[src/hdl/q12_vector_normalize_unit_macros.svh]
// Assertion macros shared by the vector normalise unit.
// Each macro takes a label, the clock, the active-low reset, a condition,
// a consequence and a message string.
`ifndef Q12_VECTOR_NORMALIZE_UNIT_MACROS_SVH
`define Q12_VECTOR_NORMALIZE_UNIT_MACROS_SVH

// The consequence must hold in the same cycle as the condition.
`define Q12VN_ASSERT_NOW(label, clk, rst_n, cond, cons, msg) \
  label: assert property (@(posedge clk) disable iff (!rst_n) (cond) |-> (cons)) \
    else $error(msg);

// The consequence must hold in the cycle after the condition.
`define Q12VN_ASSERT_NEXT(label, clk, rst_n, cond, cons, msg) \
  label: assert property (@(posedge clk) disable iff (!rst_n) (cond) |=> (cons)) \
    else $error(msg);

`endif

[src/hdl/q12vn_pkg.sv]
package q12vn_pkg;

  localparam int IN_W   = 31;
  localparam int OUT_W  = 14;
  localparam int SQ_W   = 2 * IN_W;
  localparam int REM_W  = IN_W + 1;
  localparam int QUO_W  = 13;
  localparam int CNT_W  = 5;
  localparam int SEL_W  = 2;

  localparam logic signed [OUT_W-1:0] Q12_ONE = 14'sd4096;

  // Sequencer step limits.
  localparam logic [CNT_W-1:0] SQ_LAST   = 5'd3;
  localparam logic [CNT_W-1:0] ROOT_LAST = 5'd30;
  localparam logic [CNT_W-1:0] DIV_INIT  = 5'd0;
  localparam logic [CNT_W-1:0] DIV_LAST  = 5'd14;
  localparam logic [SEL_W-1:0] SEL_X     = 2'd0;
  localparam logic [SEL_W-1:0] SEL_Y     = 2'd1;
  localparam logic [SEL_W-1:0] SEL_Z     = 2'd2;

  typedef enum logic [4:0] {
    ST_IDLE   = 5'b00001,
    ST_SQUARE = 5'b00010,
    ST_ROOT   = 5'b00100,
    ST_DIVIDE = 5'b01000,
    ST_WRITE  = 5'b10000
  } state_t;

  typedef struct packed {
    logic             load;
    logic             mul_en;
    logic             acc_en;
    logic             root_step;
    logic             div_init;
    logic             div_step;
    logic             div_store;
    logic             out_load;
    logic [SEL_W-1:0] sel;
  } cmd_t;

  typedef struct packed {
    logic zero;
  } status_t;

endpackage

[src/hdl/q12vn_in_if.sv]
interface q12vn_in_if import q12vn_pkg::*; ();
  logic                   valid;
  logic                   ready;
  logic signed [IN_W-1:0] vec_x;
  logic signed [IN_W-1:0] vec_y;
  logic signed [IN_W-1:0] vec_z;

  modport source (output valid, output vec_x, output vec_y, output vec_z, input ready);
  modport sink (input valid, input vec_x, input vec_y, input vec_z, output ready);
endinterface

[src/hdl/q12vn_out_if.sv]
interface q12vn_out_if import q12vn_pkg::*; ();
  logic                    valid;
  logic                    ready;
  logic signed [OUT_W-1:0] unit_x;
  logic signed [OUT_W-1:0] unit_y;
  logic signed [OUT_W-1:0] unit_z;

  modport source (output valid, output unit_x, output unit_y, output unit_z, input ready);
  modport sink (input valid, input unit_x, input unit_y, input unit_z, output ready);
endinterface

[src/hdl/q12vn_datapath.sv]
module q12vn_datapath import q12vn_pkg::*; (
  input  logic                    clk,
  input  cmd_t                    cmd,
  input  logic signed [IN_W-1:0]  vec_x,
  input  logic signed [IN_W-1:0]  vec_y,
  input  logic signed [IN_W-1:0]  vec_z,
  output status_t                 status,
  output logic signed [OUT_W-1:0] unit_x,
  output logic signed [OUT_W-1:0] unit_y,
  output logic signed [OUT_W-1:0] unit_z
);

  logic [IN_W-1:0]         mag_r [3];
  logic [2:0]              neg_r;
  logic                    zero_r;
  logic [SQ_W-1:0]         prod_r;
  logic [SQ_W-1:0]         sum_r;
  logic [REM_W-1:0]        rem_r;
  logic [IN_W-1:0]         root_r;
  logic [REM_W-1:0]        drem_r;
  logic [QUO_W-1:0]        quo_r;
  logic signed [OUT_W-1:0] unit_r [3];
  logic signed [OUT_W-1:0] ox_r, oy_r, oz_r;

  logic [IN_W-1:0]    mag_sel;
  logic               neg_sel;
  logic [REM_W+1:0]   rem_sh;
  logic [REM_W+1:0]   trial;
  logic [REM_W+1:0]   rem_diff;
  logic               root_ge;
  logic [REM_W-1:0]   rem_nxt;
  logic               div_ge;
  logic [REM_W-1:0]   div_diff;
  logic [REM_W-1:0]   div_keep;
  logic [OUT_W-1:0]   quo_ext;
  logic signed [OUT_W-1:0] quo_signed;

  function automatic logic [IN_W-1:0] mag_of(input logic signed [IN_W-1:0] v);
    mag_of = v[IN_W-1] ? (~v + 1'b1) : v;
  endfunction

  always_comb begin
    case (cmd.sel)
      SEL_X: begin
        mag_sel = mag_r[0];
        neg_sel = neg_r[0];
      end
      SEL_Y: begin
        mag_sel = mag_r[1];
        neg_sel = neg_r[1];
      end
      SEL_Z: begin
        mag_sel = mag_r[2];
        neg_sel = neg_r[2];
      end
      default: begin
        mag_sel = '0;
        neg_sel = 1'b0;
      end
    endcase
  end

  // One bit of the integer square root per step, from two bits of the sum.
  assign rem_sh   = {rem_r, sum_r[SQ_W-1 -: 2]};
  assign trial    = {1'b0, root_r, 2'b01};
  assign root_ge  = (rem_sh >= trial);
  assign rem_diff = rem_sh - trial;
  assign rem_nxt  = root_ge ? rem_diff[REM_W-1:0] : rem_sh[REM_W-1:0];

  // One quotient bit per step; the remainder kept after each step stays below the length.
  assign div_ge   = (drem_r >= {1'b0, root_r});
  assign div_diff = drem_r - {1'b0, root_r};
  assign div_keep = div_ge ? div_diff : drem_r;

  assign quo_ext    = {1'b0, quo_r};
  assign quo_signed = neg_sel ? $signed(-quo_ext) : $signed(quo_ext);

  always_ff @(posedge clk) begin
    if (cmd.load) begin
      mag_r[0] <= mag_of(vec_x);
      mag_r[1] <= mag_of(vec_y);
      mag_r[2] <= mag_of(vec_z);
      neg_r    <= {vec_z[IN_W-1], vec_y[IN_W-1], vec_x[IN_W-1]};
      zero_r   <= (vec_x == '0) && (vec_y == '0) && (vec_z == '0);
      sum_r    <= '0;
      rem_r    <= '0;
      root_r   <= '0;
    end else if (cmd.acc_en) begin
      sum_r <= sum_r + prod_r;
    end else if (cmd.root_step) begin
      sum_r  <= {sum_r[SQ_W-3:0], 2'b00};
      rem_r  <= rem_nxt;
      root_r <= {root_r[IN_W-2:0], root_ge};
    end

    if (cmd.mul_en) begin
      prod_r <= SQ_W'(mag_sel) * SQ_W'(mag_sel);
    end

    if (cmd.div_init) begin
      drem_r <= {1'b0, mag_sel};
      quo_r  <= '0;
    end else if (cmd.div_step) begin
      drem_r <= {div_keep[REM_W-2:0], 1'b0};
      quo_r  <= {quo_r[QUO_W-2:0], div_ge};
    end

    if (cmd.div_store) begin
      case (cmd.sel)
        SEL_X:   unit_r[0] <= quo_signed;
        SEL_Y:   unit_r[1] <= quo_signed;
        SEL_Z:   unit_r[2] <= quo_signed;
        default: unit_r[0] <= unit_r[0];
      endcase
    end

    if (cmd.out_load) begin
      if (zero_r) begin
        ox_r <= Q12_ONE;
        oy_r <= '0;
        oz_r <= '0;
      end else begin
        ox_r <= unit_r[0];
        oy_r <= unit_r[1];
        oz_r <= unit_r[2];
      end
    end
  end

  assign status.zero = zero_r;
  assign unit_x = ox_r;
  assign unit_y = oy_r;
  assign unit_z = oz_r;

endmodule

[src/hdl/q12vn_ctrl.sv]
`include "q12_vector_normalize_unit_macros.svh"

module q12vn_ctrl import q12vn_pkg::*; (
  input  logic    clk,
  input  logic    rst_n,
  input  logic    in_valid,
  output logic    in_ready,
  output logic    out_valid,
  input  logic    out_ready,
  input  status_t status,
  output cmd_t    cmd
);

  state_t           state_r, state_nxt;
  logic [CNT_W-1:0] cnt_r, cnt_nxt;
  logic [SEL_W-1:0] sel_r, sel_nxt;
  logic             out_valid_r, out_valid_nxt;
  logic             out_free;

  assign in_ready  = (state_r == ST_IDLE);
  assign out_valid = out_valid_r;
  assign out_free  = !out_valid_r || out_ready;

  always_comb begin
    state_nxt = state_r;
    cnt_nxt   = cnt_r;
    sel_nxt   = sel_r;
    cmd       = '0;
    cmd.sel   = sel_r;
    case (state_r)
      ST_IDLE: begin
        if (in_valid) begin
          cmd.load  = 1'b1;
          cnt_nxt   = '0;
          state_nxt = ST_SQUARE;
        end
      end
      ST_SQUARE: begin
        cmd.sel    = cnt_r[SEL_W-1:0];
        cmd.mul_en = (cnt_r != SQ_LAST);
        cmd.acc_en = (cnt_r != '0);
        cnt_nxt    = cnt_r + 1'b1;
        if (cnt_r == SQ_LAST) begin
          cnt_nxt   = '0;
          state_nxt = status.zero ? ST_WRITE : ST_ROOT;
        end
      end
      ST_ROOT: begin
        cmd.root_step = 1'b1;
        cnt_nxt       = cnt_r + 1'b1;
        if (cnt_r == ROOT_LAST) begin
          cnt_nxt   = '0;
          sel_nxt   = SEL_X;
          state_nxt = ST_DIVIDE;
        end
      end
      ST_DIVIDE: begin
        cmd.div_init  = (cnt_r == DIV_INIT);
        cmd.div_step  = (cnt_r != DIV_INIT) && (cnt_r != DIV_LAST);
        cmd.div_store = (cnt_r == DIV_LAST);
        cnt_nxt       = cnt_r + 1'b1;
        if (cnt_r == DIV_LAST) begin
          cnt_nxt = '0;
          if (sel_r == SEL_Z) begin
            state_nxt = ST_WRITE;
          end else begin
            sel_nxt = sel_r + 1'b1;
          end
        end
      end
      ST_WRITE: begin
        if (out_free) begin
          cmd.out_load = 1'b1;
          state_nxt    = ST_IDLE;
        end
      end
      default: begin
        state_nxt = ST_IDLE;
      end
    endcase
  end

  always_comb begin
    out_valid_nxt = out_valid_r;
    if (cmd.out_load) begin
      out_valid_nxt = 1'b1;
    end else if (out_ready) begin
      out_valid_nxt = 1'b0;
    end
  end

  always_ff @(posedge clk) begin
    if (!rst_n) begin
      state_r     <= ST_IDLE;
      cnt_r       <= '0;
      sel_r       <= SEL_X;
      out_valid_r <= 1'b0;
    end else begin
      state_r     <= state_nxt;
      cnt_r       <= cnt_nxt;
      sel_r       <= sel_nxt;
      out_valid_r <= out_valid_nxt;
    end
  end

  `Q12VN_ASSERT_NEXT(a_busy_after_load, clk, rst_n, cmd.load, !in_ready, "input taken while busy")
  `Q12VN_ASSERT_NOW(a_no_divide_on_zero, clk, rst_n, $rose(state_r == ST_DIVIDE), !status.zero, "division entered for a zero vector")
  `Q12VN_ASSERT_NOW(a_out_load_free, clk, rst_n, cmd.out_load, out_free, "result register overwritten before transfer")
  `Q12VN_ASSERT_NOW(a_root_count, clk, rst_n, state_r == ST_ROOT, cnt_r <= ROOT_LAST, "root step count overrun")

endmodule

[src/hdl/q12_vector_normalize_unit.sv]
// Q12 vector normalise unit. Each transfer on in_if carries one signed 31-bit
// three-component vector; exactly one transfer on out_if follows, carrying the
// vector scaled to unit length in Q12 (4096 is one), each component truncated
// toward zero and never beyond 4096 in magnitude. The length is the exact
// floor of the square root of the sum of squares. An all-zero vector yields
// (4096, 0, 0). The unit works on one vector at a time: after a transfer in,
// it forms the sum of squares on one shared 31x31 multiplier, takes the
// square root one root bit per step, runs three 13-bit divisions on one
// shared shift-subtract divider, then loads the result register once that
// register is free. A zero vector skips the root and the divisions, and a
// new vector is taken only once the unit is idle again. The result register
// decouples the two sides: the next vector may be accepted while the
// previous result still waits for its transfer.
`include "q12_vector_normalize_unit_macros.svh"

module q12_vector_normalize_unit import q12vn_pkg::*; (
  input logic        clk,
  input logic        rst_n,
  q12vn_in_if.sink   in_if,
  q12vn_out_if.source out_if
);

  // Command and status between the sequencer and the datapath.
  cmd_t    cmd;
  status_t status;

  // The sequencer owns the handshakes and the step counters.
  q12vn_ctrl u_ctrl (
    .clk       (clk),
    .rst_n     (rst_n),
    .in_valid  (in_if.valid),
    .in_ready  (in_if.ready),
    .out_valid (out_if.valid),
    .out_ready (out_if.ready),
    .status    (status),
    .cmd       (cmd)
  );

  // The datapath holds the operands, the root, the divider and the result.
  q12vn_datapath u_datapath (
    .clk    (clk),
    .cmd    (cmd),
    .vec_x  (in_if.vec_x),
    .vec_y  (in_if.vec_y),
    .vec_z  (in_if.vec_z),
    .status (status),
    .unit_x (out_if.unit_x),
    .unit_y (out_if.unit_y),
    .unit_z (out_if.unit_z)
  );

endmodule

[src/flat_wrapper.sv]
// flat-port wrapper written by rule: the top's interface ports become plain ports
module q12_vector_normalize_unit_flat import q12vn_pkg::*;
  (clk, rst_n, in_if_valid, in_if_vec_x, in_if_vec_y, in_if_vec_z, in_if_ready, out_if_valid, out_if_unit_x, out_if_unit_y, out_if_unit_z, out_if_ready);
  q12vn_in_if in_if_i ();
  q12vn_out_if out_if_i ();
  input logic clk;
  input logic rst_n;
  input wire logic [$bits(in_if_i.valid)-1:0] in_if_valid;
  input wire logic [$bits(in_if_i.vec_x)-1:0] in_if_vec_x;
  input wire logic [$bits(in_if_i.vec_y)-1:0] in_if_vec_y;
  input wire logic [$bits(in_if_i.vec_z)-1:0] in_if_vec_z;
  output wire logic [$bits(in_if_i.ready)-1:0] in_if_ready;
  output wire logic [$bits(out_if_i.valid)-1:0] out_if_valid;
  output wire logic [$bits(out_if_i.unit_x)-1:0] out_if_unit_x;
  output wire logic [$bits(out_if_i.unit_y)-1:0] out_if_unit_y;
  output wire logic [$bits(out_if_i.unit_z)-1:0] out_if_unit_z;
  input wire logic [$bits(out_if_i.ready)-1:0] out_if_ready;
  assign in_if_i.valid = in_if_valid;
  assign in_if_i.vec_x = in_if_vec_x;
  assign in_if_i.vec_y = in_if_vec_y;
  assign in_if_i.vec_z = in_if_vec_z;
  assign in_if_ready = in_if_i.ready;
  assign out_if_valid = out_if_i.valid;
  assign out_if_unit_x = out_if_i.unit_x;
  assign out_if_unit_y = out_if_i.unit_y;
  assign out_if_unit_z = out_if_i.unit_z;
  assign out_if_i.ready = out_if_ready;
  q12_vector_normalize_unit u_core (.clk(clk), .rst_n(rst_n), .in_if(in_if_i), .out_if(out_if_i));
endmodule
[config.mk]
export PLATFORM = sky130hd
export DESIGN_NAME = q12_vector_normalize_unit_flat
export DESIGN_NICKNAME = d
export VERILOG_FILES = /design/src/hdl/q12vn_pkg.sv /design/src/hdl/q12vn_in_if.sv /design/src/hdl/q12vn_out_if.sv /design/src/hdl/q12vn_datapath.sv /design/src/hdl/q12vn_ctrl.sv /design/src/hdl/q12_vector_normalize_unit.sv /design/src/flat_wrapper.sv
export VERILOG_INCLUDE_DIRS = /design/src /design/src/hdl
export SDC_FILE = /design/constraint.sdc
export NUM_CORES = 2
export LEC_CHECK = 0
export ABC_AREA = 1
export BUFFER_PORTS_ARGS = -buffer_cell sky130_fd_sc_hd__buf_2
export CAP_MARGIN = 40
export CORE_ASPECT_RATIO = 1.4
export CORE_MARGIN = 3
export CORE_UTILIZATION = 70
export DETAILED_ROUTE_END_ITERATION = 7
export PLACE_DENSITY = 0.88
export SYNTH_ARGS = -nofsm -noshare
export SYNTH_HDL_FRONTEND = slang
export SYNTH_SLANG_ARGS = --single-unit
[constraint.sdc]
create_clock -name clk -period 12.9 [get_ports clk]
set_input_delay 1.29 -clock clk [delete_from_list [all_inputs] [get_ports clk]]
set_output_delay 1.29 -clock clk [all_outputs]
set_load 0.03 [all_outputs]
==> results.cfg <==
[timing]
finalSetupViolations = 0
fmax_ghz = 0.0990
hold_violations = 0
relSlewSlack = 0.338
rsz0062_at_grt = no
setup_tns_ps = 0
layout_setup_ws_ps = 2800
drv_slew = 0
fin_hold_ws_ps = 483
finalCritPeriodShare = 0.783
fin_worst_skew_ps = 44.0
post-route-min-period_ps = 10100
tightestPinTransition_ps = 991

[worst_setup_path]
cp-start-kind = flop
critPathMaxStageDelay_ps = 650
critPathCapture = u_core.u_datapath.prod_r[48]$_DFFE_PP_
crit_arrival_ps = 10440
startpoint = u_core.u_ctrl.state_r[2]$_SDFFE_PN0P_
reg2reg_depth = 33
r2r_slack_ps = 2800
path_class = flop to flop
crit_required_ps = 13240
cpMostUsedCell = fa_1
slowest_stage = inv_1
rr_startpoint = u_core.u_ctrl.state_r[2]$_SDFFE_PN0P_
end_kind = flop
timing.rr.end = u_core.u_datapath.prod_r[48]$_DFFE_PP_
path_max_fanout = 32

[clock_network]
clock_latency_ps = 620
cts_tree = yes
clk_path_buf_depth = 3
cts_resized = 0
clock_sinks = 425
cts_root_buf = clkbuf_16
htreeDepth = 2
path_clk_slew_ps = 70
cts_setup_buffers = 0
hold_buffers = 0
numCtsBuffers = 44

[cells_and_area]
postLayoutCellArea_um2 = 60100
finalNetCount = 8762
layout-drive-gt1-share = 0.0454
area_growth_pct = 5.73

[job]
cap_violations = 0

[global_route]
grt_antenna_before_repair = 8
grt_max_degree = 76
grt_pass1_vias = 53815
grt-ovfl-total = 0
grt_pass1_wl_mm = 289
track_usage = 0.451

[routing]
first_iter_violations = 4289
drtAntennaViolNets = 0
drc = 0
vias = 50848
dr.pass1.iters = 8
via_per_inst = 5.90
drt-wirelength-per-cell_um = 21.8
wl_mm = 188

[run_status]
status = completed

[place]
place_ws_ps = 3070
dpl.hpwl_mm = 148
gp_congestion = 1.05
io_buffer_count = 140
place_area_um2 = 58600

[logic_synthesis]
synth_cells = 7467
yosysTopAreaCellShare = 0.263
synth_ff_type = edfxtp_1
synth_commonest_cells = inv_1 (1890), nand2_1 (1856), fa_1 (747), nor2_1 (513), ha_1 (394)
ys_types = 54
yosysSeqAreaShare = 0.198
yosys_register_bits = 425
synth_area_um2 = 56800
syn_area_per_cell_um2 = 7.61
yosysMostFrequentCell = inv_1
synth_nets = 8705
synthArstFlopShare = 0
synth_top_area_cell = fa_1
synth_area_leaders = fa_1 (26%), edfxtp_1 (14%), inv_1 (12%)
ys_warn_count = 0
synth_edf_count = 273

[die]
die_h_um = 343
coreArea_um2 = 80300
die_w_um = 247
die-area_um2 = 84600
io_pins = 141
fp-row-count = 123
initial_utilization = 0.707

[worst_hold_path]
worstHoldStart = u_core.u_datapath.sum_r[0]$_SDFFE_PP0P_
hp-class = flop to flop
==> logic make-up after synthesis <==
kind of cell,count (synthesis),share of synthesized area
and+or+nand+nor,2892,0.209
buffers and inverters,2092,0.142
adders and majority gates,1141,0.350
AOI/OAI and AO/OA,716,0.0696
DFF,425,0.198
xor gates and xnor gates,200,0.0308
muxes,1,0.000176
==> worst max-delay path, delay by kind of cell, from the launching register on <==
| family | cells | cell delay (ps) |
|---|---|---|
| adders and majority gates | 9 | 4200 |
| and+or+nand+nor | 12 | 2150 |
| buffers and inverters | 8 | 1940 |
| AOI/OAI and AO/OA | 4 | 1170 |
| DFF | 1 | 340 |
==> cell type report <==
cell class                 count  area [µm²]
multi-input combinational   4950       37500
fill                        6001       20300
sequential                   425       11200
inverter                    1909        7170
tap                         1062        1330
timing repair buffer         194        1290
clock buffer                  53        1180
clock inverter                28         314
antenna                        3        7.51
==> per-stage QoR <==
stage,util,cells
floorplan,-,7467
global placement,0.725,8526
detailed placement,0.729,8539
CTS,0.747,8620
global route,0.748,8623
finish,0.748,8624
==> cells in the final DEF (no fill, tap or decap), types with 15 or more instances in the layout <==
cell	count
inv_2	18
nand3b_1	53
nand2_1	1856
dfxtp_1	152
a31oi_1	45
or2_2	16
clkbuf_16	45
inv_1	1888
a21oi_1	334
xor2_1	126
nor2_1	508
o22ai_1	47
o21bai_1	30
o21ai_0	200
fa_1	747
buf_2	140
nor3_1	50
nand4_1	78
xnor2_1	74
buf_4	42
edfxtp_1	273
ha_1	394
nand3_1	283
nand3_2	15
==> flip-flops by register name, summed over array words and instances (netlist names), 2 cells and up <==
register and flops:
u_core.u_datapath.unit_z 14, u_core.u_datapath.drem_r 32, u_core.u_datapath.sum_r 62, u_core.u_datapath.unit_y 14
u_core.u_datapath.mag_r 93, u_core.u_datapath.prod_r 61, u_core.u_datapath.neg_r 3, u_core.u_datapath.unit_x 14
u_core.u_datapath.rem_r 32, u_core.u_datapath.root_r 31, u_core.u_ctrl.state_r 5, u_core.u_datapath.unit_r 42
u_core.u_datapath.quo_r 13, u_core.u_ctrl.cnt_r 5, u_core.u_ctrl.sel_r 2
==> metal layers <==
metal,vias to the layer above,share of wire,global-route usage
li1,22740,-,-
met5,-,0.00033,0
met1,23855,0.32,0.480
met4,10,0.10,0.375
met2,3078,0.47,0.754
met3,1165,0.10,0.111
==> how the worst min path moves through the flow <==
stage	endpoint	depth (start not counted)
finish	u_core.u_datapath.sum_r[0]$_SDFFE_PP0P_	2
global route	u_core.u_datapath.rem_r[16]$_SDFFE_PP0P_	2
global placement	u_core.u_datapath.rem_r[30]$_SDFFE_PP0P_	2
CTS	u_core.u_datapath.sum_r[0]$_SDFFE_PP0P_	2
floorplan	u_core.u_datapath.drem_r[31]$_SDFFE_PP0P_	2
detailed placement	u_core.u_datapath.rem_r[30]$_SDFFE_PP0P_	2
Power is left out: the tool's default activity adds up to more than one toggle a clock period on the data nets, which glitch-free logic cannot reach.
